$ cat config.mk
export PLATFORM = sky130hd
export DESIGN_NAME = text_to_html_escaper_core
export DESIGN_NICKNAME = d
export VERILOG_FILES = /design/src/htmlesc_pkg.sv /design/src/htmlesc_front.sv /design/src/htmlesc_fifo.sv /design/src/htmlesc_back.sv /design/src/text_to_html_escaper_core.sv
export SDC_FILE = /design/constraint.sdc
export NUM_CORES = 1
export LEC_CHECK = 0
export BUFFER_PORTS_ARGS = -buffer_cell sky130_fd_sc_hd__buf_2
export CORE_UTILIZATION = 45
export CTS_CLUSTER_SIZE = 16
export DETAILED_ROUTE_END_ITERATION = 12
export PLACE_DENSITY = 0.77
export RECOVER_POWER = 50
export SYNTH_ARGS = -nofsm -noshare
export SYNTH_HDL_FRONTEND = slang
export SYNTH_SLANG_ARGS = --single-unit
$ cat constraint.sdc
create_clock -name clk -period 3.4 [get_ports clk]
set_input_delay 0.34 -clock clk [delete_from_list [all_inputs] [get_ports clk]]
set_output_delay 0.34 -clock clk [all_outputs]
set_load 0.01 [all_outputs]
$ cat src/htmlesc_pkg.sv
// Shared types, constants and entity tables for the HTML escaper.
package htmlesc_pkg;

  localparam int TAB_STOP    = 4;
  localparam int MAX_RESULTS = 6;
  localparam int COL_W       = (TAB_STOP > 1) ? $clog2(TAB_STOP) : 1;
  localparam int TOT_W       = $clog2(TAB_STOP + 1) + 1;
  localparam int CNT_W       = $clog2(MAX_RESULTS + 1);
  localparam int FIFO_DEPTH  = 4;
  localparam int PTR_W       = $clog2(FIFO_DEPTH);

  localparam logic [15:0] CH_TAB   = 16'h0009;
  localparam logic [15:0] CH_LF    = 16'h000A;
  localparam logic [15:0] CH_SPACE = 16'h0020;
  localparam logic [15:0] CH_NBSP  = 16'h00A0;
  localparam logic [15:0] CH_LT    = 16'h003C;
  localparam logic [15:0] CH_GT    = 16'h003E;
  localparam logic [15:0] CH_QUOT  = 16'h0022;
  localparam logic [15:0] CH_APOS  = 16'h0027;
  localparam logic [15:0] CH_AMP   = 16'h0026;

  localparam logic [47:0] STR_BR   = "<br>  ";
  localparam logic [47:0] STR_LT   = "&lt;  ";
  localparam logic [47:0] STR_GT   = "&gt;  ";
  localparam logic [47:0] STR_QUOT = "&quot;";
  localparam logic [47:0] STR_APOS = "&apos;";
  localparam logic [47:0] STR_AMP  = "&amp; ";

  typedef enum logic [2:0] {
    KIND_PASS,
    KIND_BR,
    KIND_TAB,
    KIND_LT,
    KIND_GT,
    KIND_QUOT,
    KIND_APOS,
    KIND_AMP
  } kind_t;

  typedef struct packed {
    kind_t             kind;
    logic [15:0]       ch;
    logic [CNT_W-1:0]  count;
  } token_t;

  function automatic logic is_white(input logic [15:0] c);
    is_white = (c >= 16'h0009 && c <= 16'h000D) || c == 16'h0020 || c == 16'h0085 ||
               c == 16'h00A0 || c == 16'h1680 || (c >= 16'h2000 && c <= 16'h200A) ||
               c == 16'h2028 || c == 16'h2029 || c == 16'h202F || c == 16'h205F ||
               c == 16'h3000;
  endfunction

  function automatic logic [CNT_W-1:0] run_len(input token_t t);
    unique case (t.kind)
      KIND_PASS: run_len = CNT_W'(1);
      KIND_BR:   run_len = CNT_W'(4);
      KIND_TAB:  run_len = t.count;
      KIND_LT:   run_len = CNT_W'(4);
      KIND_GT:   run_len = CNT_W'(4);
      KIND_QUOT: run_len = CNT_W'(6);
      KIND_APOS: run_len = CNT_W'(6);
      KIND_AMP:  run_len = CNT_W'(5);
      default:   run_len = CNT_W'(1);
    endcase
  endfunction

  function automatic logic [15:0] str_char(input logic [47:0] s, input logic [2:0] idx);
    str_char = {8'h00, s[47 - 8 * idx -: 8]};
  endfunction

  function automatic logic [15:0] run_char(input token_t t, input logic [2:0] idx);
    unique case (t.kind)
      KIND_PASS: run_char = t.ch;
      KIND_BR:   run_char = str_char(STR_BR, idx);
      KIND_TAB:  run_char = CH_NBSP;
      KIND_LT:   run_char = str_char(STR_LT, idx);
      KIND_GT:   run_char = str_char(STR_GT, idx);
      KIND_QUOT: run_char = str_char(STR_QUOT, idx);
      KIND_APOS: run_char = str_char(STR_APOS, idx);
      KIND_AMP:  run_char = str_char(STR_AMP, idx);
      default:   run_char = t.ch;
    endcase
  endfunction

endpackage

$ cat src/htmlesc_front.sv
// Front end: classifies each input beat, tracks column and space state, emits a token.
module htmlesc_front (
  input  logic                  clk,
  input  logic                  rst,
  input  logic                  in_valid,
  output logic                  in_stall,
  input  logic [15:0]           character,
  input  logic                  start_of_text,
  input  logic                  full,
  output logic                  push,
  output htmlesc_pkg::token_t   token
);

  logic [htmlesc_pkg::COL_W-1:0] column_mod;
  logic [htmlesc_pkg::COL_W-1:0] column_mod_next;
  logic                          previous_was_space;
  logic [htmlesc_pkg::COL_W-1:0] col;
  logic                          prev;
  logic [htmlesc_pkg::TOT_W-1:0] total;

  assign in_stall = full;
  assign push     = in_valid && !full;
  assign col      = start_of_text ? '0 : column_mod;
  assign prev     = start_of_text ? 1'b0 : previous_was_space;

  always_comb begin
    if (col == '0) begin
      total = htmlesc_pkg::TOT_W'(1);
    end else begin
      total = htmlesc_pkg::TOT_W'(htmlesc_pkg::TAB_STOP) - htmlesc_pkg::TOT_W'(col) +
              htmlesc_pkg::TOT_W'(1);
    end
  end

  always_comb begin
    token.ch    = character;
    token.count = htmlesc_pkg::CNT_W'(1);
    priority if (character == htmlesc_pkg::CH_LF) begin
      token.kind = htmlesc_pkg::KIND_BR;
    end else if (character == htmlesc_pkg::CH_TAB) begin
      token.kind = htmlesc_pkg::KIND_TAB;
      if (total > htmlesc_pkg::TOT_W'(htmlesc_pkg::MAX_RESULTS)) begin
        token.count = htmlesc_pkg::CNT_W'(htmlesc_pkg::MAX_RESULTS);
      end else begin
        token.count = total[htmlesc_pkg::CNT_W-1:0];
      end
    end else if (htmlesc_pkg::is_white(character)) begin
      token.kind = htmlesc_pkg::KIND_PASS;
      token.ch   = prev ? htmlesc_pkg::CH_NBSP : htmlesc_pkg::CH_SPACE;
    end else if (character == htmlesc_pkg::CH_LT) begin
      token.kind = htmlesc_pkg::KIND_LT;
    end else if (character == htmlesc_pkg::CH_GT) begin
      token.kind = htmlesc_pkg::KIND_GT;
    end else if (character == htmlesc_pkg::CH_QUOT) begin
      token.kind = htmlesc_pkg::KIND_QUOT;
    end else if (character == htmlesc_pkg::CH_APOS) begin
      token.kind = htmlesc_pkg::KIND_APOS;
    end else if (character == htmlesc_pkg::CH_AMP) begin
      token.kind = htmlesc_pkg::KIND_AMP;
    end else begin
      token.kind = htmlesc_pkg::KIND_PASS;
    end
  end

  always_comb begin
    if (character == htmlesc_pkg::CH_LF || character == htmlesc_pkg::CH_TAB ||
        col == htmlesc_pkg::COL_W'(htmlesc_pkg::TAB_STOP - 1)) begin
      column_mod_next = (htmlesc_pkg::TAB_STOP > 1) ? htmlesc_pkg::COL_W'(1) : '0;
      if (!(character == htmlesc_pkg::CH_LF || character == htmlesc_pkg::CH_TAB)) begin
        column_mod_next = '0;
      end
    end else begin
      column_mod_next = col + htmlesc_pkg::COL_W'(1);
    end
  end

  always_ff @(posedge clk) begin
    if (rst) begin
      column_mod         <= '0;
      previous_was_space <= 1'b0;
    end else if (push) begin
      column_mod         <= column_mod_next;
      previous_was_space <= (character == htmlesc_pkg::CH_SPACE);
    end
  end

endmodule

$ cat src/htmlesc_fifo.sv
// Token queue between the front and back ends.
module htmlesc_fifo (
  input  logic                 clk,
  input  logic                 rst,
  input  logic                 push,
  input  htmlesc_pkg::token_t  wr_token,
  output logic                 full,
  input  logic                 pop,
  output logic                 not_empty,
  output htmlesc_pkg::token_t  rd_token
);

  htmlesc_pkg::token_t           entries [htmlesc_pkg::FIFO_DEPTH];
  logic [htmlesc_pkg::PTR_W-1:0] wr_ptr;
  logic [htmlesc_pkg::PTR_W-1:0] rd_ptr;
  logic [htmlesc_pkg::PTR_W:0]   fill;

  assign full      = (fill == (htmlesc_pkg::PTR_W + 1)'(htmlesc_pkg::FIFO_DEPTH));
  assign not_empty = (fill != '0);
  assign rd_token  = entries[rd_ptr];

  always_ff @(posedge clk) begin
    if (push) begin
      entries[wr_ptr] <= wr_token;
    end
  end

  always_ff @(posedge clk) begin
    if (rst) begin
      wr_ptr <= '0;
      rd_ptr <= '0;
      fill   <= '0;
    end else begin
      if (push) begin
        wr_ptr <= wr_ptr + htmlesc_pkg::PTR_W'(1);
      end
      if (pop) begin
        rd_ptr <= rd_ptr + htmlesc_pkg::PTR_W'(1);
      end
      if (push && !pop) begin
        fill <= fill + (htmlesc_pkg::PTR_W + 1)'(1);
      end else if (pop && !push) begin
        fill <= fill - (htmlesc_pkg::PTR_W + 1)'(1);
      end
    end
  end

endmodule

$ cat src/htmlesc_back.sv
// Back end: expands each token into its run of output beats through an output register.
module htmlesc_back (
  input  logic                 clk,
  input  logic                 rst,
  input  logic                 not_empty,
  input  htmlesc_pkg::token_t  token,
  output logic                 pop,
  output logic                 out_valid,
  input  logic                 out_stall,
  output logic [15:0]          out_character,
  output logic                 last_of_run
);

  logic [2:0]                    idx;
  logic [htmlesc_pkg::CNT_W-1:0] len;
  logic                          load;
  logic                          last;

  assign len  = htmlesc_pkg::run_len(token);
  assign last = (htmlesc_pkg::CNT_W'(idx) + htmlesc_pkg::CNT_W'(1) >= len);
  assign load = not_empty && (!out_valid || !out_stall);
  assign pop  = load && last;

  always_ff @(posedge clk) begin
    if (load) begin
      out_character <= htmlesc_pkg::run_char(token, idx);
      last_of_run   <= last;
    end
  end

  always_ff @(posedge clk) begin
    if (rst) begin
      out_valid <= 1'b0;
      idx       <= '0;
    end else begin
      if (load) begin
        out_valid <= 1'b1;
      end else if (!out_stall) begin
        out_valid <= 1'b0;
      end
      if (pop) begin
        idx <= '0;
      end else if (load) begin
        idx <= idx + 3'd1;
      end
    end
  end

endmodule

$ cat src/text_to_html_escaper_core.sv
// Top level of the HTML escaper: front end, token queue and back end.
// An accepted input beat is written into the token queue as a token; the back end then loads
// the first output beat of that token into its output register.
// Throughput: one input beat per cycle into a four-entry token queue while it is not full;
// one output beat per cycle while out_stall is low, each item giving a run of 1 to 6 beats.
// Reset: synchronous; clears column, previous-space mark, queue and output valid.
module text_to_html_escaper_core (
  input  logic        clk,
  input  logic        rst,
  input  logic        in_valid,
  output logic        in_stall,
  input  logic [15:0] character,
  input  logic        start_of_text,
  output logic        out_valid,
  input  logic        out_stall,
  output logic [15:0] out_character,
  output logic        last_of_run
);

  logic                full;
  logic                push;
  logic                pop;
  logic                not_empty;
  htmlesc_pkg::token_t wr_token;
  htmlesc_pkg::token_t rd_token;

  htmlesc_front u_front (
    .clk           (clk),
    .rst           (rst),
    .in_valid      (in_valid),
    .in_stall      (in_stall),
    .character     (character),
    .start_of_text (start_of_text),
    .full          (full),
    .push          (push),
    .token         (wr_token)
  );

  htmlesc_fifo u_fifo (
    .clk       (clk),
    .rst       (rst),
    .push      (push),
    .wr_token  (wr_token),
    .full      (full),
    .pop       (pop),
    .not_empty (not_empty),
    .rd_token  (rd_token)
  );

  htmlesc_back u_back (
    .clk           (clk),
    .rst           (rst),
    .not_empty     (not_empty),
    .token         (rd_token),
    .pop           (pop),
    .out_valid     (out_valid),
    .out_stall     (out_stall),
    .out_character (out_character),
    .last_of_run   (last_of_run)
  );

endmodule

After elaboration in Yosys (flattened, before gate mapping) --
Memories as Yosys holds them, arrays and structs flattened. A register that Yosys moved wholly into a read port is not among the register bits. Cells that the tools add are included.
Word-level totals: register bits after elaboration 31, output and inout bits 19, memories kept 1, RAM bits 88, word-level logic and storage cells 118
Memories:
- u_fifo.entries | depth 4, bits a word 22, read ports 1, clocked after memory_dff 1, wr ports 1, line htmlesc_fifo.sv:13 | htmlesc_pkg::token_t entries [htmlesc_pkg::FIFO_DEPTH];
Operators by class: mux-type cells 29, shift-type cells 6, add/subtract/negate cells 9, equal/unequal tests 26, reductions and logical operators 32, order comparisons 6
Operators by type and width (count):
- $shiftx A55 B33 Y8 const A | 6
- $pmux W16 S8 | 1
- $eq A16 B6 Y1 const B | 6
- $eq A16 B14 Y1 const B | 5
- $mux W3 | 12
- $eq A16 B4 Y1 const B | 2
- $eq A16 B8 Y1 const B | 2
- $mux W16 | 2
- $mux W19 | 1
- $eq A16 B13 Y1 const B | 1
- $ge A16 B14 Y1 const B | 1
- $ge A16 B4 Y1 const B | 1
- $le A16 B14 Y1 const B | 1
- $le A16 B4 Y1 const B | 1
- $eq A3 B3 Y1 const B | 5
- $pmux W3 S5 | 1
- $logic_or A1 B1 Y1 | 13
- $mux W2 | 4
- $mux W8 | 1
- $logic_and A1 B1 Y1 | 7
- $sub A6 B6 Y7 const A | 1
- $add A2 B1 Y2 const B | 3
- $add A3 B1 Y3 const B | 2
- $eq A3 B2 Y1 const B | 2
- other kinds (17) | 27

Logic depth before layout (Yosys ltp) --
depth after elaboration 15, mapped depth 18

Modules after synthesis --
From an unflattened synthesis, not the netlist that was laid out.
Second synthesis, totals: cells, all modules 413, area, all modules 5750.5 um^2
By module, submodules not included:
- htmlesc_fifo | instances 1, cells each 158, seq. area each 2822.7 um^2, area an instance 3608.5 um^2
- htmlesc_back | instances 1, cells each 143, seq. area each 590.6 um^2, area an instance 1375.1 um^2
- htmlesc_front | instances 1, cells each 112, seq. area each 60.1 um^2, area an instance 767.0 um^2

Worst setup path before layout --
No wires, ideal clock.
path type register to register, start point register with a tool-made name, end point register u_fifo.fill[2] (netlist name), path slack -0.365 ns, buffers on the path 2, library setup time 0.071 ns, cell stages (with the launch flop) 18, clock period less this slack 3.765 ns, arrival 3.695 ns, cell sequence dfxtp_1 > buf_6 > buf_2 > mux4_2 > nand2b_1 > a21o_1 > ha_1 > nand2b_1 > a21o_1 > a21oi_1 > inv_1 > nand2_1 > ha_1 > inv_1 > fa_1 > xor2_1 > or3_1 > a21oi_1
RTL lines:
- end signal: assignment | line htmlesc_fifo.sv:41 | fill <= fill + (htmlesc_pkg::PTR_W + 1)'(1);
- end signal: assignment | line htmlesc_fifo.sv:43 | fill <= fill - (htmlesc_pkg::PTR_W + 1)'(1);
- end: declaration | line htmlesc_fifo.sv:16 | logic [htmlesc_pkg::PTR_W:0] fill;

==> metrics.txt <==
Max clock buf depth=2; Tcrit/Tclk final=100%; Mapped Cells=418; global route hottest layer=met2; GR Util All Layers=20.1%; post-DR wirelength/cell=18.3 µm; CP Class=reg2reg; register clock-pin slew on the reported worst setup and hold paths=0.05 ns; Fin Setup TNS=-0.0156 ns; DPL Wire Length=7620 µm; largest net degree at the start of global routing=23; CTS tree=yes; total via count in the routed design=3689; #FFs+latches synth=121; area delta synth->final=18.9%; CTS sink count=121; critical path's top delay family=adder cells; ys flop type=edfxtp_1; Critical Path RT=3.75 ns; commonest non-fill, non-tap cells in the layout=edfxtp_1 (105), clkbuf_1 (28), nor2_1 (26); WP buf/inv=3; die width=114 µm; Core Box Area=12100 µm²; commonest non-fill, non-tap cell in the layout=edfxtp_1; crit path max fanout=5; Startpoint Class=flop; H-tree Lvls=4; Diodes inserted=0; Cell variety after synth=62; Hold Path Class=in2reg; syn avg cell area=13.5 µm²; cts bufs inserted=17; Ports=40; clk_skew=0.00650 ns; DRC Markers=0; fraction of layout cells with a size suffix above 1=21.1%; leakage dissipation=2.37 nW; # rows=40; total power=0.00575 W; Total Wirelength=12000 µm; final slew viol count=0; slowest cell on the critical path=mux4_2; ranking of synthesized cells by area=edfxtp_1 (56%), mux4_2 (8.8%), dfxtp_1 (5.7%); Worst Setup End Kind=flop; register area share after synthesis=61.4%; Worst-Skew Late Latency=0.41 ns; Worst Path Arrival=3.76 ns; Final ANT Viol Nets=0; worst-path cell chain=buf_6, mux4_2, nand2b_4, a21o_1, ha_1, nand2b_4, a21o_1, a21oi_2, inv_1, nand2_1, ha_2, inv_2, fa_2, xor2_1, or3_1, a21oi_2; routability cong.=0.912; top-area cell type share of the netlist area=55.7%; Tmin final=3.42 ns; Worst-Margin Slew=1.50 ns; GR Layer Usage met2=33.2%; worst hold margin=0.196 ns; Yosys Warn Count=0; Worst VDD drop=422 µV; synthesized area=5660 µm²; PwrDens=855 nW/µm²; die footprint=13000 µm²; first-pass GRT wire length=19400 µm; post-synth net total=453; number of global-route vias before repair=3728; number of synthesized flops with an enable pin=105; Hold Vio Cnt, Final=0; # port buffers=39; initial antenna violation count=0; 1st-iter DRT viols=230; cell depth of the worst setup path=16; area leader, netlist=edfxtp_1; worst hold stages=3; run status=finished with violations; CP peak stage delay=0.50 ns; global-route track usage on met3=5.03%; initial cell density of the core=46.7%; maxcap violations=1; fin worst setup slack=-0.0156 ns; NumNets Final=509; setup violators final=1; First-pass DRT Iterations=5; GR Overflow Total=0; Die H=114 µm; Root Driver=clkbuf_16; RSZ-0062 raised after global routing=yes; Reg2Reg Depth=16; Peak Freq=0.293 GHz; routing usage on met1=24.6%; slew margin rel.=0.224%; Via density=5.63; fraction of registers with async set/reset=0%; failing checks=capacitance limit, setup timing; final std cells w/o fill=655; placed insts=622
[sequential cells by signal (all words and copies together) (netlist names), 2 cells and up, named ones only]
| name | count |
|---|---|
| u_fifo.entries | 88 |
| u_fifo.wr_ptr | 2 |
| u_back.out_character | 16 |
| u_back.idx | 3 |
| u_front.column_mod | 2 |
| u_fifo.fill | 3 |
| u_fifo.rd_ptr | 2 |
[stage by stage]
step | util (%) | area, µm² | setup slack [ns]
floorplan | - | 5690 | -0.0670
global placement | 50.6 | 6130 | -0.00827
detailed placement | 50.6 | 6130 | -0.112
CTS | 55.8 | 6760 | 0.00155
global route | 55.6 | 6730 | -0.205
finish | 55.6 | 6730 | -0.0156
[worst paths after layout]
kind / from / to / slack [ns]
worst min-delay path: out_stall / u_back.out_valid$_SDFFE_PP0P_ / 0.20
worst max-delay path: flop / u_fifo.fill[2]$_SDFFE_PP0P_ / -0.02
worst min register to register: u_front.previous_was_space$_SDFFE_PP0P_ / u_front.previous_was_space$_SDFFE_PP0P_ / 0.47
worst max register to register: flop / u_fifo.fill[2]$_SDFFE_PP0P_ / -0.02
[worst min-delay path: stages]
cell     delay [ns]
buf_2          0.11
nand2_1        0.06
a21oi_1        0.05
[report_power, final]
| group | leakage (nW) | switching (W) | internal (W) | total [W] |
|---|---|---|---|---|
| logic | 0.969 | 0.00105 | 0.000760 | 0.00181 |
| clock network | 0.293 | 0.000628 | 0.00122 | 0.00184 |
| registers | 1.11 | 0.000111 | 0.00199 | 0.00210 |
[Yosys cell counts, types with 7 or more instances]
master and number:
inv_1 15, nor2_1 26, clkbuf_1 15, dfxtp_1 16, o21ai_0 10, a21oi_1 23, buf_2 9, ha_1 13
nand2_1 24, o31ai_1 7, edfxtp_1 105, nand2b_1 11, and2_1 8, mux4_2 22, nor3_1 9, nor2b_1 12
[cells by family (layout without fill, tap and decap cells)]
group / Yosys count / in the layout / share of synthesized area, %
DFF: 121 / 121 / 61.4
AOI/OAI and AO/OA: 80 / 80 / 9.53
muxes: 25 / 25 / 9.31
xor gates and xnor gates: 6 / 6 / 0.928
and+or+nand+nor: 129 / 129 / 12.3
adders and majority gates: 14 / 14 / 3.23
buffers and inverters: 43 / 112 / 3.38
[per-layer routing]
layer | share of wire (%) | vias to the layer above
li1 | - | 1716
met5 | 0 | -
met3 | 6.2 | 25
met4 | 3.1 | 0
met1 | 41 | 1813
met2 | 50 | 135
[area by class of cell]
type                    instances  area, µm²
fillers                       977       5380
multi-input cells             254       2030
clock buffers                  18        429
inverters                      16       60.1
flip-flops and latches        121       3480
well taps                     168        210
repair buffers                 64        347
clock inverters                14        179
[what timing repair did]
action,4_1_cts,5_1_grt
resized for setup,4,4
pin swaps,0,1
setup endpoints to repair,1,2
gates cloned,0,0
hold buffers,0,0
setup buffers,1,0
Note: power is estimated with default switching activity, not from simulation.
